## src/uct_child_select_unit_defines.svh

```systemverilog
// assertion macros shared by the uct child select unit
// no dependencies
`ifndef UCT_CHILD_SELECT_UNIT_DEFINES_SVH
`define UCT_CHILD_SELECT_UNIT_DEFINES_SVH

// implication checked on every clock edge outside reset
`define UCS_ASSERT_IMPL(label, clk, rst_n, ante, cons) \
    label: assert property (@(posedge clk) disable iff (!rst_n) (ante) |-> (cons)) \
        else $error("assertion failed");

// next-cycle implication checked outside reset
`define UCS_ASSERT_NEXT(label, clk, rst_n, ante, cons) \
    label: assert property (@(posedge clk) disable iff (!rst_n) (ante) |=> (cons)) \
        else $error("assertion failed");

`endif

```

## src/ucs_pkg.sv

```systemverilog
// shared types and constants for the uct child select unit
// no dependencies
package ucs_pkg;

    localparam int MaxChildren = 64;
    localparam int PosW = $clog2(MaxChildren + 1);
    localparam int IdxW = 6;
    localparam logic [31:0] Ln2Q32 = 32'd2977044472;
    localparam logic [15:0] WeightReset = 16'd5793;

    // sequencer states
    typedef enum logic [3:0] {
        ST_IDLE,
        ST_MEAN,
        ST_LOGN,
        ST_LOGF,
        ST_LN,
        ST_RATIO,
        ST_SQRT,
        ST_EXPL,
        ST_SUM,
        ST_CMP
    } t_state;

    // shared unit operations
    typedef enum logic [2:0] {
        OP_NONE,
        OP_DIV,
        OP_SQR,
        OP_SQRT
    } t_op;

    // shared unit command
    typedef struct packed {
        logic        go;
        t_op         op;
        logic [63:0] a;
        logic [31:0] b;
    } t_unit_cmd;

    // shared unit status
    typedef struct packed {
        logic        done;
        logic [63:0] q;
        logic [63:0] r;
    } t_unit_sts;

endpackage

```

## src/ucs_shared_unit.sv

```systemverilog
// shared iterative unit: restoring divide, square root and 32x32 multiply
// depends on ucs_pkg
module ucs_shared_unit (
    input  logic               i_clk,
    input  logic               i_rst_n,
    input  ucs_pkg::t_unit_cmd i_cmd,
    output ucs_pkg::t_unit_sts o_sts
);

    logic        r_busy, n_busy;
    ucs_pkg::t_op r_op, n_op;
    logic [6:0]  r_cnt, n_cnt;
    logic [63:0] r_q, n_q;
    logic [64:0] r_rem, n_rem;
    logic [31:0] r_b, n_b;
    logic [63:0] r_a, n_a;
    logic        r_done, n_done;
    logic [64:0] w_trial;
    logic [65:0] w_strial;

    // control registers
    always_ff @(posedge i_clk) begin
        if (!i_rst_n) begin
            r_busy <= 1'b0;
            r_done <= 1'b0;
            r_cnt  <= '0;
            r_op   <= ucs_pkg::OP_NONE;
        end else begin
            r_busy <= n_busy;
            r_done <= n_done;
            r_cnt  <= n_cnt;
            r_op   <= n_op;
        end
    end

    // datapath registers
    always_ff @(posedge i_clk) begin
        r_q   <= n_q;
        r_rem <= n_rem;
        r_b   <= n_b;
        r_a   <= n_a;
    end

    // one quotient or root bit per cycle; a multiply takes a single step
    always_comb begin
        n_busy   = r_busy;
        n_done   = 1'b0;
        n_cnt    = r_cnt;
        n_op     = r_op;
        n_q      = r_q;
        n_rem    = r_rem;
        n_b      = r_b;
        n_a      = r_a;
        w_trial  = '0;
        w_strial = '0;
        if (i_cmd.go) begin
            n_op  = i_cmd.op;
            n_a   = i_cmd.a;
            n_b   = i_cmd.b;
            n_q   = '0;
            n_rem = '0;
            n_busy = 1'b1;
            unique case (i_cmd.op)
                ucs_pkg::OP_DIV:  n_cnt = 7'd64;
                ucs_pkg::OP_SQRT: n_cnt = 7'd32;
                default:          n_cnt = 7'd1;
            endcase
        end else if (r_busy) begin
            unique case (r_op)
                ucs_pkg::OP_DIV: begin
                    w_trial = {r_rem[63:0], r_a[63]};
                    n_a     = {r_a[62:0], 1'b0};
                    if (w_trial >= {33'd0, r_b}) begin
                        n_rem = w_trial - {33'd0, r_b};
                        n_q   = {r_q[62:0], 1'b1};
                    end else begin
                        n_rem = w_trial;
                        n_q   = {r_q[62:0], 1'b0};
                    end
                end
                ucs_pkg::OP_SQRT: begin
                    w_strial = {r_rem[63:0], r_a[63:62]} - {r_q[63:0], 2'b01};
                    n_a      = {r_a[61:0], 2'b00};
                    if (!w_strial[65]) begin
                        n_rem = w_strial[64:0];
                        n_q   = {r_q[62:0], 1'b1};
                    end else begin
                        n_rem = {r_rem[62:0], r_a[63:62]};
                        n_q   = {r_q[62:0], 1'b0};
                    end
                end
                ucs_pkg::OP_SQR: begin
                    n_q = r_a[31:0] * {32'd0, r_b};
                end
                default: n_q = r_q;
            endcase
            n_cnt = r_cnt - 7'd1;
            if (r_cnt == 7'd1) begin
                n_busy = 1'b0;
                n_done = 1'b1;
            end
        end
    end

    assign o_sts.done = r_done;
    assign o_sts.q    = r_q;
    assign o_sts.r    = r_rem[63:0];

endmodule

```

## src/ucs_sequencer.sv

```systemverilog
// sequencer for one child score and running best selection
// depends on ucs_pkg, ucs_shared_unit, uct_child_select_unit_defines.svh
`include "uct_child_select_unit_defines.svh"
module ucs_sequencer (
    input  logic        i_clk,
    input  logic        i_rst_n,
    input  logic        i_start,
    input  logic [15:0] i_weight,
    input  logic [31:0] i_child_reward_sum,
    input  logic [23:0] i_child_visits,
    input  logic [23:0] i_parent_visits,
    input  logic        i_last_child,
    input  logic        i_no_children,
    output logic        o_busy,
    output logic        o_valid,
    output logic [5:0]  o_best_index,
    output logic        o_found,
    output logic [31:0] o_best_score
);

    ucs_pkg::t_state r_state, n_state;
    ucs_pkg::t_unit_cmd w_cmd;
    ucs_pkg::t_unit_sts w_sts;

    logic [31:0] r_reward, n_reward;
    logic [23:0] r_cv, n_cv;
    logic [23:0] r_pv, n_pv;
    logic        r_last, n_last;
    logic        r_neg, n_neg;
    logic [31:0] r_mean, n_mean;
    logic [4:0]  r_e, n_e;
    logic [32:0] r_m, n_m;
    logic [15:0] r_frac, n_frac;
    logic [4:0]  r_it, n_it;
    logic [63:0] r_tmp, n_tmp;
    logic [31:0] r_score, n_score;
    logic [31:0] r_best, n_best;
    logic [ucs_pkg::IdxW-1:0] r_bidx, n_bidx;
    logic [ucs_pkg::PosW-1:0] r_pos, n_pos;
    logic        r_seen, n_seen;
    logic        r_valid, n_valid;
    logic [5:0]  r_oidx, n_oidx;
    logic        r_ofound, n_ofound;
    logic [31:0] r_oscore, n_oscore;
    logic        r_go, n_go;
    ucs_pkg::t_op r_op, n_op;
    logic [63:0] r_a, n_a;
    logic [31:0] r_b, n_b;

    logic [4:0]  w_top;
    logic [63:0] w_mq;
    logic signed [33:0] w_sum;

    ucs_shared_unit u_unit (
        .i_clk  (i_clk),
        .i_rst_n(i_rst_n),
        .i_cmd  (w_cmd),
        .o_sts  (w_sts)
    );

    assign w_cmd.go = r_go;
    assign w_cmd.op = r_op;
    assign w_cmd.a  = r_a;
    assign w_cmd.b  = r_b;

    // top set bit of the parent count
    always_comb begin
        w_top = '0;
        for (int i = 0; i < 24; i++) begin
            if (r_pv[i]) w_top = 5'(i);
        end
    end

    assign w_mq   = w_sts.q;
    assign w_sum  = $signed({{2{r_mean[31]}}, r_mean}) + $signed({2'b00, r_tmp[31:0]});

    // state register
    always_ff @(posedge i_clk) begin
        if (!i_rst_n) begin
            r_state  <= ucs_pkg::ST_IDLE;
            r_best   <= 32'h8000_0000;
            r_bidx   <= '0;
            r_pos    <= '0;
            r_seen   <= 1'b0;
            r_valid  <= 1'b0;
            r_go     <= 1'b0;
        end else begin
            r_state  <= n_state;
            r_best   <= n_best;
            r_bidx   <= n_bidx;
            r_pos    <= n_pos;
            r_seen   <= n_seen;
            r_valid  <= n_valid;
            r_go     <= n_go;
        end
    end

    // payload registers
    always_ff @(posedge i_clk) begin
        r_reward <= n_reward;
        r_cv     <= n_cv;
        r_pv     <= n_pv;
        r_last   <= n_last;
        r_neg    <= n_neg;
        r_mean   <= n_mean;
        r_e      <= n_e;
        r_m      <= n_m;
        r_frac   <= n_frac;
        r_it     <= n_it;
        r_tmp    <= n_tmp;
        r_score  <= n_score;
        r_oidx   <= n_oidx;
        r_ofound <= n_ofound;
        r_oscore <= n_oscore;
        r_op     <= n_op;
        r_a      <= n_a;
        r_b      <= n_b;
    end

    // next state and outputs
    always_comb begin
        n_state  = r_state;
        n_reward = r_reward;
        n_cv     = r_cv;
        n_pv     = r_pv;
        n_last   = r_last;
        n_neg    = r_neg;
        n_mean   = r_mean;
        n_e      = r_e;
        n_m      = r_m;
        n_frac   = r_frac;
        n_it     = r_it;
        n_tmp    = r_tmp;
        n_score  = r_score;
        n_best   = r_best;
        n_bidx   = r_bidx;
        n_pos    = r_pos;
        n_seen   = r_seen;
        n_valid  = 1'b0;
        n_oidx   = r_oidx;
        n_ofound = r_ofound;
        n_oscore = r_oscore;
        n_go     = 1'b0;
        n_op     = r_op;
        n_a      = r_a;
        n_b      = r_b;
        unique case (r_state)
            ucs_pkg::ST_IDLE: begin
                if (i_start) begin
                    n_reward = i_child_reward_sum;
                    n_cv     = i_child_visits;
                    n_pv     = i_parent_visits;
                    n_last   = i_last_child;
                    if (i_no_children || r_pos >= ucs_pkg::PosW'(ucs_pkg::MaxChildren)) begin
                        if (i_no_children || i_last_child) begin
                            n_valid  = 1'b1;
                            n_oidx   = r_seen ? 6'(r_bidx) : 6'd0;
                            n_ofound = r_seen;
                            n_oscore = r_seen ? r_best : 32'd0;
                            n_best   = 32'h8000_0000;
                            n_bidx   = '0;
                            n_pos    = '0;
                            n_seen   = 1'b0;
                        end
                    end else if (i_child_visits == 24'd0) begin
                        n_score = 32'h7FFF_FFFF;
                        n_state = ucs_pkg::ST_CMP;
                    end else begin
                        n_neg   = i_child_reward_sum[31];
                        n_go    = 1'b1;
                        n_op    = ucs_pkg::OP_DIV;
                        n_a     = {32'd0, i_child_reward_sum[31] ?
                                   (~i_child_reward_sum + 32'd1) : i_child_reward_sum};
                        n_b     = {8'd0, i_child_visits};
                        n_state = ucs_pkg::ST_MEAN;
                    end
                end
            end
            ucs_pkg::ST_MEAN: begin
                if (w_sts.done) begin
                    n_mean = r_neg ? (~w_sts.q[31:0] + 32'd1) : w_sts.q[31:0];
                    if (r_pv == 24'd0) begin
                        n_tmp   = '0;
                        n_state = ucs_pkg::ST_SUM;
                    end else begin
                        n_e     = w_top;
                        n_m     = 33'({r_pv, 8'd0} << (5'd23 - w_top));
                        n_frac  = '0;
                        n_it    = '0;
                        n_state = ucs_pkg::ST_LOGN;
                    end
                end
            end
            ucs_pkg::ST_LOGN: begin
                // launch one mantissa squaring
                n_go    = 1'b1;
                n_op    = ucs_pkg::OP_SQR;
                n_a     = {32'd0, r_m[31:0]};
                n_b     = r_m[31:0];
                n_state = ucs_pkg::ST_LOGF;
            end
            ucs_pkg::ST_LOGF: begin
                if (w_sts.done) begin
                    if (w_mq[63]) begin
                        n_frac = {r_frac[14:0], 1'b1};
                        n_m    = {1'b0, w_mq[63:32]};
                    end else begin
                        n_frac = {r_frac[14:0], 1'b0};
                        n_m    = {1'b0, w_mq[62:31]};
                    end
                    n_it = r_it + 5'd1;
                    if (r_it == 5'd15) begin
                        n_go    = 1'b1;
                        n_op    = ucs_pkg::OP_SQR;
                        n_a     = {43'd0, r_e, (w_mq[63] ? {r_frac[14:0], 1'b1}
                                                        : {r_frac[14:0], 1'b0})};
                        n_b     = ucs_pkg::Ln2Q32;
                        n_state = ucs_pkg::ST_LN;
                    end else begin
                        n_state = ucs_pkg::ST_LOGN;
                    end
                end
            end
            ucs_pkg::ST_LN: begin
                if (w_sts.done) begin
                    n_go    = 1'b1;
                    n_op    = ucs_pkg::OP_DIV;
                    n_a     = {16'd0, w_mq[63:32], 16'd0};
                    n_b     = {8'd0, r_cv};
                    n_state = ucs_pkg::ST_RATIO;
                end
            end
            ucs_pkg::ST_RATIO: begin
                if (w_sts.done) begin
                    n_go    = 1'b1;
                    n_op    = ucs_pkg::OP_SQRT;
                    n_a     = w_sts.q;
                    n_state = ucs_pkg::ST_SQRT;
                end
            end
            ucs_pkg::ST_SQRT: begin
                if (w_sts.done) begin
                    n_go    = 1'b1;
                    n_op    = ucs_pkg::OP_SQR;
                    n_a     = {48'd0, i_weight};
                    n_b     = w_sts.q[31:0];
                    n_state = ucs_pkg::ST_EXPL;
                end
            end
            ucs_pkg::ST_EXPL: begin
                if (w_sts.done) begin
                    n_tmp   = {12'd0, w_mq[63:12]};
                    n_state = ucs_pkg::ST_SUM;
                end
            end
            ucs_pkg::ST_SUM: begin
                // saturate mean plus exploration term
                if (r_tmp[63:32] != 32'd0 || w_sum > 34'sh0_7FFF_FFFF) begin
                    n_score = 32'h7FFF_FFFF;
                end else if (w_sum < -34'sh0_8000_0000) begin
                    n_score = 32'h8000_0000;
                end else begin
                    n_score = w_sum[31:0];
                end
                n_state = ucs_pkg::ST_CMP;
            end
            ucs_pkg::ST_CMP: begin
                if (!r_seen || $signed(r_score) > $signed(r_best)) begin
                    n_best = r_score;
                    n_bidx = ucs_pkg::IdxW'(r_pos);
                end
                n_seen = 1'b1;
                n_pos  = r_pos + 1'b1;
                if (r_last) begin
                    n_valid  = 1'b1;
                    n_oidx   = (!r_seen || $signed(r_score) > $signed(r_best)) ?
                               6'(r_pos) : 6'(r_bidx);
                    n_ofound = 1'b1;
                    n_oscore = (!r_seen || $signed(r_score) > $signed(r_best)) ?
                               r_score : r_best;
                    n_best   = 32'h8000_0000;
                    n_bidx   = '0;
                    n_pos    = '0;
                    n_seen   = 1'b0;
                end
                n_state = ucs_pkg::ST_IDLE;
            end
            default: n_state = ucs_pkg::ST_IDLE;
        endcase
    end

    assign o_busy       = (r_state != ucs_pkg::ST_IDLE);
    assign o_valid      = r_valid;
    assign o_best_index = r_oidx;
    assign o_found      = r_ofound;
    assign o_best_score = r_oscore;

    // checks
    `UCS_ASSERT_IMPL(a_pos_bound, i_clk, i_rst_n, 1'b1,
        r_pos <= ucs_pkg::PosW'(ucs_pkg::MaxChildren))
    `UCS_ASSERT_IMPL(a_empty_result, i_clk, i_rst_n, r_valid && !r_ofound,
        r_oscore == 32'd0 && r_oidx == 6'd0)
    `UCS_ASSERT_NEXT(a_result_clears, i_clk, i_rst_n, n_valid, !r_seen && r_pos == '0)

endmodule

```

## src/uct_child_select_unit.sv

```systemverilog
// top level of the uct child select unit
// depends on ucs_pkg, ucs_sequencer
// One request per child: a scored child keeps busy high until its score is
// compared, and the next request is taken only once busy is low. The time is
// set by the shared iterative unit: the 64-step mean divide, 16 log squarings,
// the ln multiply, the 64-step ratio divide, the 32-step root, the weight
// multiply, then sum and compare. A child with a parent count of zero skips the
// log, ratio, root and weight steps. An unvisited child keeps busy high for one
// cycle; a child beyond the limit or an end marker does not raise busy. The
// result strobe o_valid lasts one cycle, comes in the cycle busy falls (or the
// cycle after an end marker is taken) and cannot be held off by the receiver.
module uct_child_select_unit (
    input  logic        i_clk,
    input  logic        i_rst_n,
    input  logic        i_cfg_we,
    input  logic [15:0] i_cfg_wdata,
    input  logic        start,
    output logic        busy,
    input  logic [31:0] i_child_reward_sum,
    input  logic [23:0] i_child_visits,
    input  logic [23:0] i_parent_visits,
    input  logic        i_last_child,
    input  logic        i_no_children,
    output logic        o_valid,
    output logic [5:0]  o_best_index,
    output logic        o_found,
    output logic [31:0] o_best_score
);

    logic [15:0] r_weight;

    // exploration weight register
    always_ff @(posedge i_clk) begin
        if (!i_rst_n) begin
            r_weight <= ucs_pkg::WeightReset;
        end else if (i_cfg_we) begin
            r_weight <= i_cfg_wdata;
        end
    end

    ucs_sequencer u_seq (
        .i_clk             (i_clk),
        .i_rst_n           (i_rst_n),
        .i_start           (start),
        .i_weight          (r_weight),
        .i_child_reward_sum(i_child_reward_sum),
        .i_child_visits    (i_child_visits),
        .i_parent_visits   (i_parent_visits),
        .i_last_child      (i_last_child),
        .i_no_children     (i_no_children),
        .o_busy            (busy),
        .o_valid           (o_valid),
        .o_best_index      (o_best_index),
        .o_found           (o_found),
        .o_best_score      (o_best_score)
    );

endmodule
```

## config.mk

```make
export PLATFORM = sky130hd
export DESIGN_NAME = uct_child_select_unit
export DESIGN_NICKNAME = d
export VERILOG_FILES = /design/src/ucs_pkg.sv /design/src/ucs_shared_unit.sv /design/src/ucs_sequencer.sv /design/src/uct_child_select_unit.sv
export VERILOG_INCLUDE_DIRS = /design/src /design/src/src
export SDC_FILE = /design/constraint.sdc
export NUM_CORES = 2
export LEC_CHECK = 0
export BUFFER_PORTS_ARGS = -buffer_cell sky130_fd_sc_hd__buf_2
export CAP_MARGIN = 40
export CELL_PAD_IN_SITES_DETAIL_PLACEMENT = 1
export CELL_PAD_IN_SITES_GLOBAL_PLACEMENT = 1
export CORE_ASPECT_RATIO = 1.25
export CORE_MARGIN = 2
export CORE_UTILIZATION = 56
export CTS_CLUSTER_DIAMETER = 60
export DETAILED_ROUTE_END_ITERATION = 8
export PLACE_DENSITY_LB_ADDON = 0.1
export SLEW_MARGIN = 20
export SYNTH_ARGS = -nofsm -noshare
export SYNTH_HDL_FRONTEND = slang
export SYNTH_SLANG_ARGS = --single-unit
```

## constraint.sdc

```tcl
create_clock -name i_clk -period 15.79 [get_ports i_clk]
set_input_delay 1.579 -clock i_clk [delete_from_list [all_inputs] [get_ports i_clk]]
set_output_delay 1.579 -clock i_clk [all_outputs]
set_load 0.05 [all_outputs]
```

Word-level counts from Yosys, hierarchy flattened
Index checks and enable logic that the tools add are counted.
{"block": "op_classes", "addsub": 9, "n_mul": 1, "order_cmp": 5, "eq_ne": 32, "shifts": 1, "mux": 154, "bitwise_logic": 7, "n_reduce_logical": 37}
{"op": "$mux W64", "count": 15}
{"op": "$mux W32", "count": 28}
{"op": "$pmux W64 S2", "count": 3}
{"op": "$pmux W64 S6", "count": 1}
{"op": "$pmux W32 S2", "count": 4}
{"op": "$pmux W64 S3", "count": 1}
{"op": "$pmux W32 S5", "count": 1}
{"op": "$mux W4", "count": 18}
{"op": "$sub A66 B66 Y66", "count": 1}
{"op": "$ge A65 B32 Y1", "count": 1}
{"op": "$add A32 B1 Y32 const B", "count": 2}
{"op": "$mul A32 B32 Y64", "count": 1}
{"op": "$not A32 Y32", "count": 2}
{"op": "$sub A64 B32 Y64", "count": 1}
{"op": "$mux W6", "count": 10}
{"op": "$mux W5", "count": 11}
{"op": "$logic_not A24 Y1", "count": 2}
{"op": "$mux W15", "count": 3}
{"op": "$mux W7", "count": 6}
{"op": "$mux W3", "count": 13}
{"op": "$pmux W4 S9", "count": 1}
{"op": "$add A32 B33 Y34", "count": 1}
{"op": "$gt A34 B32 Y1 const B", "count": 1}
{"op": "$lt A34 B32 Y1 const B", "count": 1}
{"op": "other kinds (43)", "count": 118}
{"block": "totals", "regBits": 677, "in_bits": 102, "out_inout_bits": 41, "elab_cells": 279}

Logic depth before layout (Yosys ltp)
{"block": "depth", "depth_word": 28, "ltp_mapped": 29, "ltp_nobuf": 27}

Modules after synthesis
A second synthesis with hierarchy kept.
{"block": "unflattened", "hier_cells": 7861, "hier_area_um2": 73020.0}
{"mod": "ucs_shared_unit", "instances": 1, "cells_per_inst": 5910, "area_each_um2": 50826.2, "seq_area_each_um2": 5685.5}
{"mod": "ucs_sequencer", "instances": 1, "cells_per_inst": 1900, "area_each_um2": 21593.2, "seq_area_each_um2": 11851.4}
{"mod": "uct_child_select_unit", "instances": 1, "cells_per_inst": 51, "area_each_um2": 600.6, "seq_area_each_um2": 320.3}

Least setup slack after synthesis
No wires, ideal clock.
{"block": "synth_path", "path_kind": "reg2reg", "start": "register u_seq.u_unit.r_a[29]", "end": "register u_seq.u_unit.r_q[59]", "setup_ns": 0.101, "arrival_time_ns": 7.274, "required_ns": 15.689, "setup_slack_ns": 8.415, "stages_incl_launch_ff": 27, "n_path_buf": 2, "period_less_slack_ns": 7.375, "cell_sequence": "edfxtp_1 -> clkbuf_1 -> nand2_1 -> fa_1 -> inv_1 -> fa_1 -> inv_1 -> fa_1 -> fa_1 -> inv_1 -> fa_1 -> fa_1 -> fa_1 -> fa_1 -> ha_1 -> clkbuf_1 -> a21oi_1 -> o21ai_0 -> nand3_1 -> a21oi_1 -> or2_2 -> a221o_1 -> a32oi_1 -> o21ai_0 -> o221a_2 -> xnor2_1 -> o41ai_1"}
{"block": "synth_between", "elab_chain_len": 2}
{"element": "from (decl)", "line_no": "ucs_shared_unit.sv:16", "rtl": "logic [63:0] r_a, n_a;"}
{"element": "from (signal assigned)", "line_no": "ucs_shared_unit.sv:41", "rtl": "r_a <= n_a;"}
{"element": "$mul A32 B32 Y64", "line_no": "ucs_shared_unit.sv:93", "rtl": "n_q = r_a[31:0] * {32'd0, r_b};"}
{"element": "$pmux W64 S3", "line_no": "ucs_shared_unit.sv:69", "rtl": "unique case (r_op)"}
{"element": "to (signal assigned)", "line_no": "ucs_shared_unit.sv:38", "rtl": "r_q <= n_q;"}
{"element": "to (decl)", "line_no": "ucs_shared_unit.sv:13", "rtl": "logic [63:0] r_q, n_q;"}
No other way between the ends.
A chain may end at the register's enable or synchronous reset.

Worst setup path in the final report
{"block": "layout_path", "start": "register u_seq.u_unit.r_a[8]", "end": "register u_seq.u_unit.r_q[59]"}
Same word-level chain as after synthesis.

==> results.toml <==
[clock_tree]
clk_latency_ps = 720
cts.htree.levels = 3
cts_inserted_buffers = 76
clock_path_buffers = 3
tritoncts = "done"
hold_buffers = 0
clock_sinks = 663
post_cts_buffers = 0
cts_resized = 0
path_clk_slew_ps = 60
root_buffer = "clkbuf_16"

[worst_setup_path]
crit_buf_inv = 6
crit_start = "u_seq.u_unit.r_a[8]"
cpPeakStageDelay_ps = 850
critPathMaxFanout = 18
r2r_end = "u_seq.u_unit.r_q[59]"
critPathRequiredTime_ps = 16390
worstRegToRegCells = 27
cp.arrival_ps = 9990
r2r_slack_ps = 6400
slowest_stage = "a32oi_1"
end_kind = "flop"
r2r_start = "u_seq.u_unit.r_a[8]"
worst-path-stages = 27
crit_top_cell = "fa_1"
setup.worst_path.start_class = "flop"
crit_family = "adder cells"
critPathKind = "flop to flop"
worstSetupEndpoint = "u_seq.u_unit.r_q[59]"

[global_route]
grt_use_total = 0.408
antenna_found_initial = 19
grt_max_degree = 80
grt_pass1_wl_um = 402000
overflow = 0
grt_pass1_vias = 64800

[floorplan]
die-area_mm2 = 0.131
core_area_mm2 = 0.128
ios = 143
die_h_um = 405
dieWidth_um = 324
rows = 147
initial_utilization = 0.562

[logic_synthesis]
synth_top_area_frac = 0.250
ys_seq_area_frac = 0.248
ys_ff_latch = 663
syn_inst = 7647
mappedNetlistArea_mm2 = 0.0719
netlist_top_cells_area = "fa_1 (25%), edfxtp_1 (19%), ha_1 (7.5%)"
ys_warn_count = 0
async_flop_share = 0
synth_ff_type = "edfxtp_1"
yosysTopAreaCell = "fa_1"
synth_edf_count = 456
syn_nets = 9078
avgSynthCellArea_um2 = 9.40
synth.distinct_cells = 96

[cells_and_area]
fin_nets = 8995
regArea_mm2 = 0.0178
utilization = 0.603
area_delta_synth_final_pct = 7.23
final_common_cell = "inv_1"
multi_input_area_mm2 = 0.0484
final_cells = 9348
final_cell_mix = "inv_1 (1,072), fa_1 (898), nand2_1 (888)"
final.fill_count = 14400
drive_above_1_share = 0.0644

[sta]
max_freq_ghz = 0.107
finalMaxSlewViolations = 0
rsz0062_at_grt = "no"
fin_crit_sh = 0.594
hold_violations = 0
tightest_slew_ps = 1070
setup-tns-final_ps = 0
layout_min_cycle_time_ps = 9390
skew_ps = 58.5
setup_viol = 0
max_slew_margin = 0.290

[drt]
drtIter0Drc = 5510
drt-pass1-iter-count = 8
drt_wl_total_um = 268000
drc = 0
viasPerCell = 6.38
routed-via-count = 59600
wl_per_cell_um = 28.6
ant_nets = 0

[placement]
dp_hpwl_um = 203000
place_inst = 9189
gp_congestion = 0.982
port_buffers = 142

[outcome]
outcome = "finished clean"

[flow_run]
maxCapViolCount = 0

[hold_path]
hold_class = "flop to flop"
through the flow:
step           instance area [µm²]  worst slack, ps  hold slack [ps]
3_3_place_gp                 74100             6780              401
3_5_place_dp                 74300             6600              405
5_1_grt                      77100             6110              395
6_report                     77100             6400              400
2_1_floorplan                71900             8420              400
4_1_cts                      76900             6550              393
routing by layer:
layer  GRT usage  wire length (µm)  vias up
li1            -                 -    25300
met1       0.483             96700    30600
met2       0.683            128000     2837
met3      0.0718             21700      906
met4       0.270             20900       12
met5           0                85        -
kinds of logic after synthesis:
group | count (synthesis) | share of synthesized area
adder cells (fa/ha/maj) | 1329 | 0.325
multiplexers | 203 | 0.0284
AO/OA/AOI/OAI | 1396 | 0.131
AND/OR/NAND/NOR | 2262 | 0.155
flip-flops | 663 | 0.248
XOR/XNOR | 261 | 0.0318
buffers and inverters | 1533 | 0.0805
state kept, by name (all words and copies together), names as in the netlist, 52 cells and up:
| name | count |
|---|---|
| u_seq.r_a | 64 |
| u_seq.r_tmp | 52 |
| u_seq.u_unit.r_a | 64 |
| u_seq.u_unit.r_q | 64 |
| u_seq.u_unit.r_rem | 64 |
area by class of cell:
type / instances / area share
Multi-Input combinational cell: 5451 / 0.628
Sequential cell: 663 / 0.231
Inverter: 1079 / 0.0525
Tap cell: 1713 / 0.0278
Clock buffer: 100 / 0.0272
Timing Repair Buffer: 293 / 0.0264
Clock inverter: 42 / 0.00622
Antenna cell: 7 / 0.000227
cell usage after synthesis, types with 12 or more instances:
master    count
edfxtp_1    456
a211oi_1     75
a31oi_1      39
clkbuf_1    411
o21ai_0     280
buf_1        29
o21bai_1     64
inv_1      1075
nand2b_1     36
a21o_1      113
o21a_1       22
nor2b_1      43
nor2_1      279
a221oi_1     18
and3_1       29
a21oi_1     341
or3_1        33
a32o_1       21
o22ai_1      20
xnor2_1     147
a22o_1       81
a222oi_1     30
nand3_1      57
fa_1        898
nand2_1     890
nand4_1      57
o211ai_1     69
nor4_1       31
nor3_1      130
mux2i_1     193
ha_1        431
xor2_1      114
and2_1      613
a221o_1      25
o221ai_1     30
o41ai_1      12
dfxtp_1     207
o31ai_1      32
worst min path at each step:
| stage | startpoint | endpoint | cells past startpoint |
|---|---|---|---|
| 5_1_grt | u_seq.r_b[14] | u_seq.u_unit.r_b[14] | 0 |
| 2_1_floorplan | u_seq.r_b[0] | u_seq.u_unit.r_b[0] | 0 |
| 4_1_cts | u_seq.r_b[14] | u_seq.u_unit.r_b[14] | 0 |
| 3_3_place_gp | u_seq.r_b[23] | u_seq.u_unit.r_b[23] | 0 |
| 6_report | u_seq.r_b[14] | u_seq.u_unit.r_b[14] | 0 |
| 3_5_place_dp | u_seq.r_b[29] | u_seq.u_unit.r_b[29] | 0 |
worst register-to-register path, cell delays in order, from the launching register on:
cell and delay, ps:
edfxtp_1 780, buf_4 420, nand2_1 140, fa_1 400, inv_1 70, fa_1 440, fa_1 510, inv_1 50
fa_1 480, inv_1 60, fa_1 500, inv_1 60, fa_1 580, inv_1 70, fa_1 520, fa_1 430
ha_1 370, and3_1 210, and2_1 170, nand3_1 80, a21oi_1 40, o311ai_1 680, a21oi_1 300, a32oi_1 850
o21ai_0 390, o221a_2 340, xnor2_1 130, o41ai_1 220
Power is left out: the tool's default activity adds up to more than one toggle a clock period on the data nets, which glitch-free logic cannot reach.
